**config.mk**
```make
export PLATFORM = sky130hd
export DESIGN_NAME = block_average_missing_gate_unit
export DESIGN_NICKNAME = d
export VERILOG_FILES = /design/src/hdl/bamg_pkg.sv /design/src/hdl/bamg_ctrl.sv /design/src/hdl/bamg_datapath.sv /design/src/hdl/block_average_missing_gate_unit.sv
export VERILOG_INCLUDE_DIRS = /design/src /design/src/hdl
export SDC_FILE = /design/constraint.sdc
export NUM_CORES = 1
export LEC_CHECK = 0
export BUFFER_PORTS_ARGS = -buffer_cell sky130_fd_sc_hd__buf_4
export CAP_MARGIN = 15
export CORE_ASPECT_RATIO = 0.6
export CORE_MARGIN = 10
export CORE_UTILIZATION = 50
export DETAILED_ROUTE_END_ITERATION = 12
export HOLD_SLACK_MARGIN = 0.02
export PLACE_DENSITY = 0.74
export SYNTH_ARGS = -nofsm -noshare
export SYNTH_HDL_FRONTEND = slang
export SYNTH_HIERARCHICAL = 1
export SYNTH_SLANG_ARGS = --single-unit
```
**constraint.sdc**
```tcl
create_clock -name clk -period 7.15 [get_ports clk]
set_input_delay 1.0725 -clock clk [delete_from_list [all_inputs] [get_ports clk]]
set_output_delay 1.0725 -clock clk [all_outputs]
set_load 0.03 [all_outputs]
```
**src/hdl/block_average_missing_gate_unit_assert.svh**
```systemverilog
// Assertion shorthands used by the block's control module.
`ifndef BLOCK_AVERAGE_MISSING_GATE_UNIT_ASSERT_SVH
`define BLOCK_AVERAGE_MISSING_GATE_UNIT_ASSERT_SVH

// Consequent must hold in the same cycle as the antecedent.
`define BAMG_ASSERT_SAME(label, clk, rst_n, ante, cons, msg) \
	label: assert property (@(posedge clk) disable iff (!rst_n) (ante) |-> (cons)) \
		else $error(msg);

// Consequent must hold in the cycle after the antecedent.
`define BAMG_ASSERT_NEXT(label, clk, rst_n, ante, cons, msg) \
	label: assert property (@(posedge clk) disable iff (!rst_n) (ante) |=> (cons)) \
		else $error(msg);

`endif

```
**src/hdl/bamg_pkg.sv**
```systemverilog
package bamg_pkg;

	localparam int MAX_RATE_DEF       = 64;
	localparam int MAX_PER_SECOND_DEF = 1024;

	localparam int SAMPLE_W = 32;
	localparam int RATE_W   = 7;
	localparam int PERSEC_W = 11;
	localparam int THR_W    = 7;
	localparam int CFG_W    = 11;
	localparam int IDX_W    = 2;

	localparam logic [IDX_W-1:0] REG_AVERAGE_RATE       = 2'd0;
	localparam logic [IDX_W-1:0] REG_SAMPLES_PER_SECOND = 2'd1;
	localparam logic [IDX_W-1:0] REG_MISS_THRESHOLD     = 2'd2;

	localparam logic [RATE_W-1:0]   AVERAGE_RATE_RST       = 7'd1;
	localparam logic [PERSEC_W-1:0] SAMPLES_PER_SECOND_RST = 11'd0;
	localparam logic [THR_W-1:0]    MISS_THRESHOLD_RST     = 7'd50;

	// -32767.0 in Q16.16
	localparam logic [SAMPLE_W-1:0] MISS_PATTERN = 32'h8001_0000;
	localparam logic [6:0]          PERCENT      = 7'd100;

	typedef enum logic [1:0] {
		S_IDLE,
		S_CHECK,
		S_DIV,
		S_DONE
	} state_t;

	typedef struct packed {
		logic acc;
		logic close;
		logic div_step;
		logic load_out;
	} cmd_t;

	typedef struct packed {
		logic last;
		logic miss;
		logic div_last;
	} status_t;

endpackage

```
**src/hdl/bamg_ctrl.sv**
```systemverilog
`include "block_average_missing_gate_unit_assert.svh"

module bamg_ctrl (
	input  logic              clk,
	input  logic              arst_n,
	input  logic              in_valid,
	output logic              in_ready,
	output logic              out_valid,
	input  logic              out_ready,
	input  bamg_pkg::status_t st,
	output bamg_pkg::cmd_t    cmd
);

	bamg_pkg::state_t state_q, state_d;
	logic out_valid_q;

	always_ff @(posedge clk or negedge arst_n) begin
		if (!arst_n) begin
			state_q     <= bamg_pkg::S_IDLE;
			out_valid_q <= 1'b0;
		end else begin
			state_q <= state_d;
			if (cmd.load_out) begin
				out_valid_q <= 1'b1;
			end else if (out_ready) begin
				out_valid_q <= 1'b0;
			end
		end
	end

	always_comb begin
		state_d = state_q;
		unique case (state_q)
			bamg_pkg::S_IDLE: begin
				if (in_valid && st.last) state_d = bamg_pkg::S_CHECK;
			end
			bamg_pkg::S_CHECK: begin
				state_d = bamg_pkg::S_DIV;
			end
			bamg_pkg::S_DIV: begin
				if (st.miss || st.div_last) state_d = bamg_pkg::S_DONE;
			end
			bamg_pkg::S_DONE: begin
				if (!out_valid_q || out_ready) state_d = bamg_pkg::S_IDLE;
			end
			default: state_d = bamg_pkg::S_IDLE;
		endcase
	end

	always_comb begin
		in_ready = 1'b0;
		cmd      = '0;
		unique case (state_q)
			bamg_pkg::S_IDLE: begin
				in_ready = 1'b1;
				cmd.acc  = in_valid;
			end
			bamg_pkg::S_CHECK: begin
				cmd.close = 1'b1;
			end
			bamg_pkg::S_DIV: begin
				// a gated group needs no quotient
				cmd.div_step = !st.miss;
			end
			bamg_pkg::S_DONE: begin
				cmd.load_out = !out_valid_q || out_ready;
			end
			default: begin
				in_ready = 1'b0;
			end
		endcase
	end

	assign out_valid = out_valid_q;

	`BAMG_ASSERT_NEXT(a_close_follows_last, clk, arst_n, state_q == bamg_pkg::S_IDLE && in_valid && st.last, state_q == bamg_pkg::S_CHECK && !in_ready, "last word of a group did not close it")
	`BAMG_ASSERT_SAME(a_load_into_free_reg, clk, arst_n, cmd.load_out, !out_valid_q || out_ready, "result loaded over an untaken word")
	`BAMG_ASSERT_NEXT(a_gated_skips_divide, clk, arst_n, state_q == bamg_pkg::S_DIV && st.miss, state_q == bamg_pkg::S_DONE, "gated group entered the divider")
	`BAMG_ASSERT_NEXT(a_load_releases, clk, arst_n, cmd.load_out, out_valid && state_q == bamg_pkg::S_IDLE, "loaded result not presented")

endmodule

```
**src/hdl/bamg_datapath.sv**
```systemverilog
module bamg_datapath #(
	parameter int MAX_RATE       = bamg_pkg::MAX_RATE_DEF,
	parameter int MAX_PER_SECOND = bamg_pkg::MAX_PER_SECOND_DEF
) (
	input  logic                                clk,
	input  logic                                arst_n,
	input  logic                                cfg_we,
	input  logic [bamg_pkg::IDX_W-1:0]          cfg_index,
	input  logic [bamg_pkg::CFG_W-1:0]          cfg_data,
	input  logic signed [bamg_pkg::SAMPLE_W-1:0] sample,
	input  bamg_pkg::cmd_t                      cmd,
	output bamg_pkg::status_t                   st,
	output logic signed [bamg_pkg::SAMPLE_W-1:0] average,
	output logic                                is_missing
);

	localparam int RW     = $clog2(MAX_RATE + 1);
	localparam int SW     = $clog2(MAX_PER_SECOND + 1);
	localparam int CNT_W  = RW + SW;
	localparam int SUM_W  = bamg_pkg::SAMPLE_W + CNT_W;
	localparam int P_W    = CNT_W + bamg_pkg::THR_W;
	localparam int DCNT_W = $clog2(SUM_W);

	logic [bamg_pkg::RATE_W-1:0]   avg_rate_q;
	logic [bamg_pkg::PERSEC_W-1:0] per_sec_q;
	logic [bamg_pkg::THR_W-1:0]    thr_q;

	logic signed [SUM_W-1:0] sum_q;
	logic [CNT_W-1:0]        seen_q, miss_q, g_q, good_q;
	logic [P_W-1:0]          m100_q, tg_q;
	logic [SUM_W-1:0]        quo_q;
	logic [CNT_W-1:0]        rem_q;
	logic                    neg_q;
	logic [DCNT_W-1:0]       dcnt_q;
	logic signed [bamg_pkg::SAMPLE_W-1:0] average_q;
	logic                    is_missing_q;

	logic [RW-1:0]    r_eff;
	logic [SW-1:0]    s_eff;
	logic [CNT_W-1:0] g_now, seen_inc;
	logic             is_miss_word;
	logic [SUM_W-1:0] sum_mag, quo_signed;
	logic [CNT_W:0]   trial;
	logic             q_bit;

	// clamp the rate and per-second settings into their legal ranges
	always_comb begin
		if (avg_rate_q == '0) begin
			r_eff = RW'(1);
		end else if (32'(avg_rate_q) > MAX_RATE) begin
			r_eff = RW'(MAX_RATE);
		end else begin
			r_eff = RW'(avg_rate_q);
		end
		if (per_sec_q == '0) begin
			s_eff = SW'(1);
		end else if (32'(per_sec_q) > MAX_PER_SECOND) begin
			s_eff = SW'(MAX_PER_SECOND);
		end else begin
			s_eff = SW'(per_sec_q);
		end
	end

	assign g_now        = CNT_W'(r_eff) * CNT_W'(s_eff);
	assign seen_inc     = seen_q + CNT_W'(1);
	assign is_miss_word = sample == bamg_pkg::MISS_PATTERN;
	assign sum_mag      = sum_q[SUM_W-1] ? (~sum_q + SUM_W'(1)) : sum_q;
	assign trial        = {rem_q, quo_q[SUM_W-1]};
	assign q_bit        = trial >= {1'b0, good_q};
	assign quo_signed   = neg_q ? (~quo_q + SUM_W'(1)) : quo_q;

	assign st.last     = seen_inc >= g_now;
	// floor(miss*100/G) >= thr is the same as miss*100 >= thr*G
	assign st.miss     = (m100_q >= tg_q) || (good_q == '0);
	assign st.div_last = dcnt_q == DCNT_W'(SUM_W - 1);

	always_ff @(posedge clk or negedge arst_n) begin
		if (!arst_n) begin
			avg_rate_q <= bamg_pkg::AVERAGE_RATE_RST;
			per_sec_q  <= bamg_pkg::SAMPLES_PER_SECOND_RST;
			thr_q      <= bamg_pkg::MISS_THRESHOLD_RST;
			sum_q      <= '0;
			seen_q     <= '0;
			miss_q     <= '0;
		end else begin
			if (cfg_we) begin
				unique case (cfg_index)
					bamg_pkg::REG_AVERAGE_RATE:
						avg_rate_q <= cfg_data[bamg_pkg::RATE_W-1:0];
					bamg_pkg::REG_SAMPLES_PER_SECOND:
						per_sec_q <= cfg_data[bamg_pkg::PERSEC_W-1:0];
					bamg_pkg::REG_MISS_THRESHOLD:
						thr_q <= cfg_data[bamg_pkg::THR_W-1:0];
					default: begin
					end
				endcase
			end
			if (cmd.close) begin
				sum_q  <= '0;
				seen_q <= '0;
				miss_q <= '0;
			end else if (cmd.acc) begin
				seen_q <= seen_inc;
				if (is_miss_word) begin
					miss_q <= miss_q + CNT_W'(1);
				end else begin
					sum_q <= sum_q + {{(SUM_W - bamg_pkg::SAMPLE_W){sample[31]}}, sample};
				end
			end
		end
	end

	always_ff @(posedge clk) begin
		if (cmd.acc) begin
			g_q <= g_now;
		end
		if (cmd.close) begin
			m100_q <= P_W'(miss_q) * P_W'(bamg_pkg::PERCENT);
			tg_q   <= P_W'(thr_q) * P_W'(g_q);
			good_q <= seen_q - miss_q;
			quo_q  <= sum_mag;
			neg_q  <= sum_q[SUM_W-1];
			rem_q  <= '0;
			dcnt_q <= '0;
		end else if (cmd.div_step) begin
			// one restoring step: shift in the next dividend bit
			rem_q  <= q_bit ? CNT_W'(trial - {1'b0, good_q}) : trial[CNT_W-1:0];
			quo_q  <= {quo_q[SUM_W-2:0], q_bit};
			dcnt_q <= dcnt_q + DCNT_W'(1);
		end
		if (cmd.load_out) begin
			if (st.miss) begin
				average_q    <= bamg_pkg::MISS_PATTERN;
				is_missing_q <= 1'b1;
			end else begin
				average_q    <= quo_signed[bamg_pkg::SAMPLE_W-1:0];
				is_missing_q <= 1'b0;
			end
		end
	end

	assign average    = average_q;
	assign is_missing = is_missing_q;

endmodule

```
**src/hdl/block_average_missing_gate_unit.sv**
```systemverilog
// Boxcar average with decimation and a missing-value gate.
// Config: cfg_we writes cfg_data into register cfg_index (0 average_rate,
// 1 samples_per_second, 2 miss_threshold) at once; write only while idle.
// Input: sample words on in_valid/in_ready, Q16.16; 0x80010000 is missing.
// Output: one word (average, is_missing) on out_valid/out_ready per group.
// A word that does not close its group is accumulated as it is taken.
// The word that closes a group starts a close sequence: the gate
// products are formed, then either a gated result is chosen or a
// restoring divide of 32 + clog2(MAX_RATE+1) + clog2(MAX_PER_SECOND+1)
// steps runs, one quotient bit a cycle (50 at the defaults), then the
// output register is loaded once it is free. in_ready stays low for that
// sequence.
// The result is held in an output register, so the next group accumulates
// while it waits; a stalled receiver only holds the next close at its load.
// Reset clears the group sums and counts, drops any pending result and
// restores average_rate 1, samples_per_second 0, miss_threshold 50.
module block_average_missing_gate_unit #(
	parameter int MAX_RATE       = bamg_pkg::MAX_RATE_DEF,
	parameter int MAX_PER_SECOND = bamg_pkg::MAX_PER_SECOND_DEF
) (
	input  logic                                 clk,
	input  logic                                 arst_n,
	input  logic                                 cfg_we,
	input  logic [bamg_pkg::IDX_W-1:0]           cfg_index,
	input  logic [bamg_pkg::CFG_W-1:0]           cfg_data,
	input  logic                                 in_valid,
	output logic                                 in_ready,
	input  logic signed [bamg_pkg::SAMPLE_W-1:0] sample,
	output logic                                 out_valid,
	input  logic                                 out_ready,
	output logic signed [bamg_pkg::SAMPLE_W-1:0] average,
	output logic                                 is_missing
);

	bamg_pkg::cmd_t    cmd;
	bamg_pkg::status_t st;

	bamg_ctrl u_ctrl (
		.clk       (clk),
		.arst_n    (arst_n),
		.in_valid  (in_valid),
		.in_ready  (in_ready),
		.out_valid (out_valid),
		.out_ready (out_ready),
		.st        (st),
		.cmd       (cmd)
	);

	bamg_datapath #(
		.MAX_RATE       (MAX_RATE),
		.MAX_PER_SECOND (MAX_PER_SECOND)
	) u_datapath (
		.clk        (clk),
		.arst_n     (arst_n),
		.cfg_we     (cfg_we),
		.cfg_index  (cfg_index),
		.cfg_data   (cfg_data),
		.sample     (sample),
		.cmd        (cmd),
		.st         (st),
		.average    (average),
		.is_missing (is_missing)
	);

endmodule
```
==> impl_metrics.env <==
export IMPL_core_area_um2=52500
export IMPL_antenna_found_initial=0
export IMPL_synthesis_area_um2=26600
export IMPL_synth_ff_type="edfxtp_1"
export IMPL_critPathTopFamily="adder cells"
export IMPL_drive_gt1_frac=0.0823
export IMPL_clock_skew_ns=0.0356
export IMPL_clockBufferDepth=3
export IMPL_antenna_cells=0
export IMPL_grt_busiest_layer="met1"
export IMPL_cpMaxStageDelayCell="fa_1"
export IMPL_hpwl_mm=53.8
export IMPL_ir_drop_uv=490
export IMPL_fin_cells=3655
export IMPL_clock_latency_ns=0.55
export IMPL_slew_headroom=0.266
export IMPL_routed_wl_mm=69.3
export IMPL_hp_class="input port to asynchronous set/reset pin"
export IMPL_seq_area_frac_synth=0.315
export IMPL_critPathCaptureType="flop"
export IMPL_drt_pass1_iterations=5
export IMPL_grt_util_met2=0.293
export IMPL_route_detailed_drc=0
export IMPL_max_freq_ghz=0.146
export IMPL_hold_ws_ns=0.441
export IMPL_worst_ep_required_time_ns=7.58
export IMPL_rows=65
export IMPL_cts_buffers_inserted=34
export IMPL_grt_pass1_wl_mm=111
export IMPL_p_leak_nw=13.7
export IMPL_use_met1=0.334
export IMPL_status="finished clean"
export IMPL_grt_pass1_vias=20100
export IMPL_initial_core_util=0.506
export IMPL_cts_tree="done"
export IMPL_hold_viol=0
export IMPL_port_buffers=84
export IMPL_dp_cells=3591
export IMPL_slew_viol_final=0
export IMPL_initialDrtViolationCount=2357
export IMPL_area_delta_synth_final_pct=9.90
export IMPL_setup_viol=0
export IMPL_htreeDepth=2
export IMPL_vias_per_cell=5.77
export IMPL_finalCritPeriodShare=0.958
export IMPL_fp_dieW_um=318
export IMPL_start_kind="flop"
export IMPL_r2r_start="u_datapath/per_sec_q[5]"
export IMPL_synth_seq_cells=306
export IMPL_max_slew_worst_pin_slew_ns=1.10
export IMPL_cts_clk_slew_worst_paths_ns=0.08
export IMPL_grt_overflow=0
export IMPL_async_flop_share=0.373
export IMPL_synth_cells=2872
export IMPL_die_area_um2=63100
export IMPL_finalNetCount=3389
export IMPL_arrival_ns=7.28
export IMPL_post_route_min_period_ns=6.85
export IMPL_cap_violations=0
export IMPL_yosysWarningCount=6
export IMPL_crit_path_max_fanout=3
export IMPL_cp_startpoint="u_datapath/per_sec_q[5]"
export IMPL_synth_avg_cell_area_um2=9.26
export IMPL_antenna_left=0
export IMPL_gp_congestion=0.904
export IMPL_critical_path_buf_inv_count=4
export IMPL_synth_cell_types=77
export IMPL_clock_sinks=306
export IMPL_vias=21100
export IMPL_grtUsageMet3=0.0502
export IMPL_avgRoutedWirePerCell_um=19.0
export IMPL_grt_max_degree=106
export IMPL_synth_edff_count=168
export IMPL_ios=85
export IMPL_crit_type="flop to flop"
export IMPL_power_density_nw_per_um2=505
export IMPL_grt_use_total=0.213
export IMPL_slowest_delay_ns=0.55
export IMPL_cts_root_buf="clkbuf_16"
export IMPL_die_h_um=199
export IMPL_hold_buffers=0
export IMPL_syn_nets=3334
per-stage QoR:
| stage | instance area (um2) | setup WS, ns | utilization | power (W) | TNS (ns) |
|---|---|---|---|---|---|
| after floorplan | 26600 | 0.465 | - | 0.0101 | 0 |
| final | 29200 | 0.298 | 0.556 | 0.0147 | 0 |
| after detailed placement | 28000 | -0.0554 | 0.532 | 0.0127 | -0.0554 |
| after global routing | 29200 | -0.00535 | 0.556 | 0.0160 | -0.00535 |
| after CTS | 29100 | 0.0116 | 0.555 | 0.0146 | 0 |
| after global placement | 28000 | 0.0590 | 0.532 | 0.0123 | 0 |
where the power goes:
group | switching [W] | internal (W) | leakage, nW
sequential | 0.000708 | 0.00304 | 3.30
combinational | 0.00551 | 0.00360 | 9.86
clock | 0.000801 | 0.00107 | 0.565
total | 0.00702 | 0.00772 | 13.7
cell type report:
| cell class | count | area [um2] |
|---|---|---|
| repair buffers | 112 | 838 |
| well taps | 703 | 880 |
| multi-input cells | 2159 | 16800 |
| fillers | 4621 | 23300 |
| inverters | 314 | 1180 |
| flip-flops and latches | 306 | 8380 |
| clock buffers | 41 | 951 |
| clock inverters | 20 | 214 |
final timing paths:
check | end | slack [ns] | depth (start not counted)
setup / recovery | u_ctrl/state_q[1] | 0.30 | 30
hold reg to reg | u_datapath/dcnt_q[5] | 0.50 | 2
hold / removal | u_datapath/miss_q[17] | 0.44 | 1
min in group clk | u_datapath/dcnt_q[5] | 0.50 | 2
setup reg to reg | u_ctrl/state_q[1] | 0.30 | 30
max in group asynchronous | u_datapath/avg_rate_q[6] | 5.00 | 3
cells in the mapped netlist, types with 5 or more instances:
cell       count  share of area
a2111oi_0      6         0.0020
a211oi_1      26         0.0073
a21boi_0      11         0.0031
a21o_1        59          0.017
a21oi_1      192          0.036
a311oi_1       8         0.0026
a31oi_1       14         0.0033
and2_1        51          0.012
and3_1        27         0.0064
and4_1         5         0.0016
clkbuf_1      87          0.012
dfrtp_1      110           0.10
dfxtp_1       24          0.018
edfxtp_1     168           0.19
fa_1         139           0.10
ha_1         273           0.13
inv_1        314          0.044
mux2_2        27          0.011
mux2i_1       17         0.0064
nand2_1      302          0.043
nand2b_1      35         0.0082
nand3_1       43         0.0081
nand3b_1       6         0.0017
nand4_1       20         0.0047
nor2_1       255          0.036
nor2b_1       28         0.0066
nor3_1        28         0.0053
nor4_1        21         0.0049
o2111ai_1      5         0.0016
o211a_1        5         0.0019
o211ai_1       9         0.0025
o21a_1        18         0.0051
o21ai_0       97          0.018
o21bai_1      15         0.0042
o31ai_1       34         0.0096
o41ai_1       15         0.0049
or2_2         11         0.0026
or3_1         24         0.0056
or4_1         22         0.0062
xnor2_1      112          0.037
xor2_1       137          0.045
worst register-to-register path, delay by kind of cell, from the launching register on:
family | cells | cell delay, ns
AO/OA/AOI/OAI | 12 | 1.65
XOR/XNOR | 1 | 0.15
adder cells (fa/ha/maj) | 6 | 2.78
buffers and inverters | 4 | 0.22
flip-flops | 1 | 0.39
multiplexers | 1 | 0.34
AND/OR/NAND/NOR | 6 | 1.20
cells in the final DEF (no fill, tap or decap), types with 59 or more instances in the layout:
master / count
fa_1: 139
nor2_1: 254
edfxtp_1: 168
ha_1: 272
buf_4: 111
a21oi_1: 187
nand2_1: 301
xnor2_1: 112
dfrtp_1: 110
inv_1: 314
xor2_1: 137
o21ai_0: 94
a21o_1: 59
registers in the layout, summed over array words and instances, names as in the netlist, 18 cells and up:
signal,cells
u_datapath/average,32
u_datapath/g_q,18
u_datapath/good_q,18
u_datapath/m100_q,23
u_datapath/miss_q,18
u_datapath/quo_q,50
u_datapath/rem_q,18
u_datapath/seen_q,18
u_datapath/sum_q,50
u_datapath/tg_q,25
repair_timing:
item | CTS | global route
setup endpoints to repair | 1 | 2
setup buffers | 0 | 2
resized for setup | 4 | 15
cloned | 0 | 0
pin swaps | 0 | 3
kinds of logic after synthesis:
kind of cell	Yosys count	synth area share
xor+xnor	249	0.0820
compound gates	556	0.134
buf+inv	407	0.0576
fa+ha+maj	412	0.233
flops	306	0.315
simple gates	897	0.160
mux	45	0.0183
metal layers:
layer | share of wire | up-vias
li1 | - | 10000
met1 | 0.49 | 10100
met2 | 0.40 | 854
met4 | 0.013 | 2
met3 | 0.097 | 81
met5 | 0.00081 | -
(Power assumes the default switching activity.)
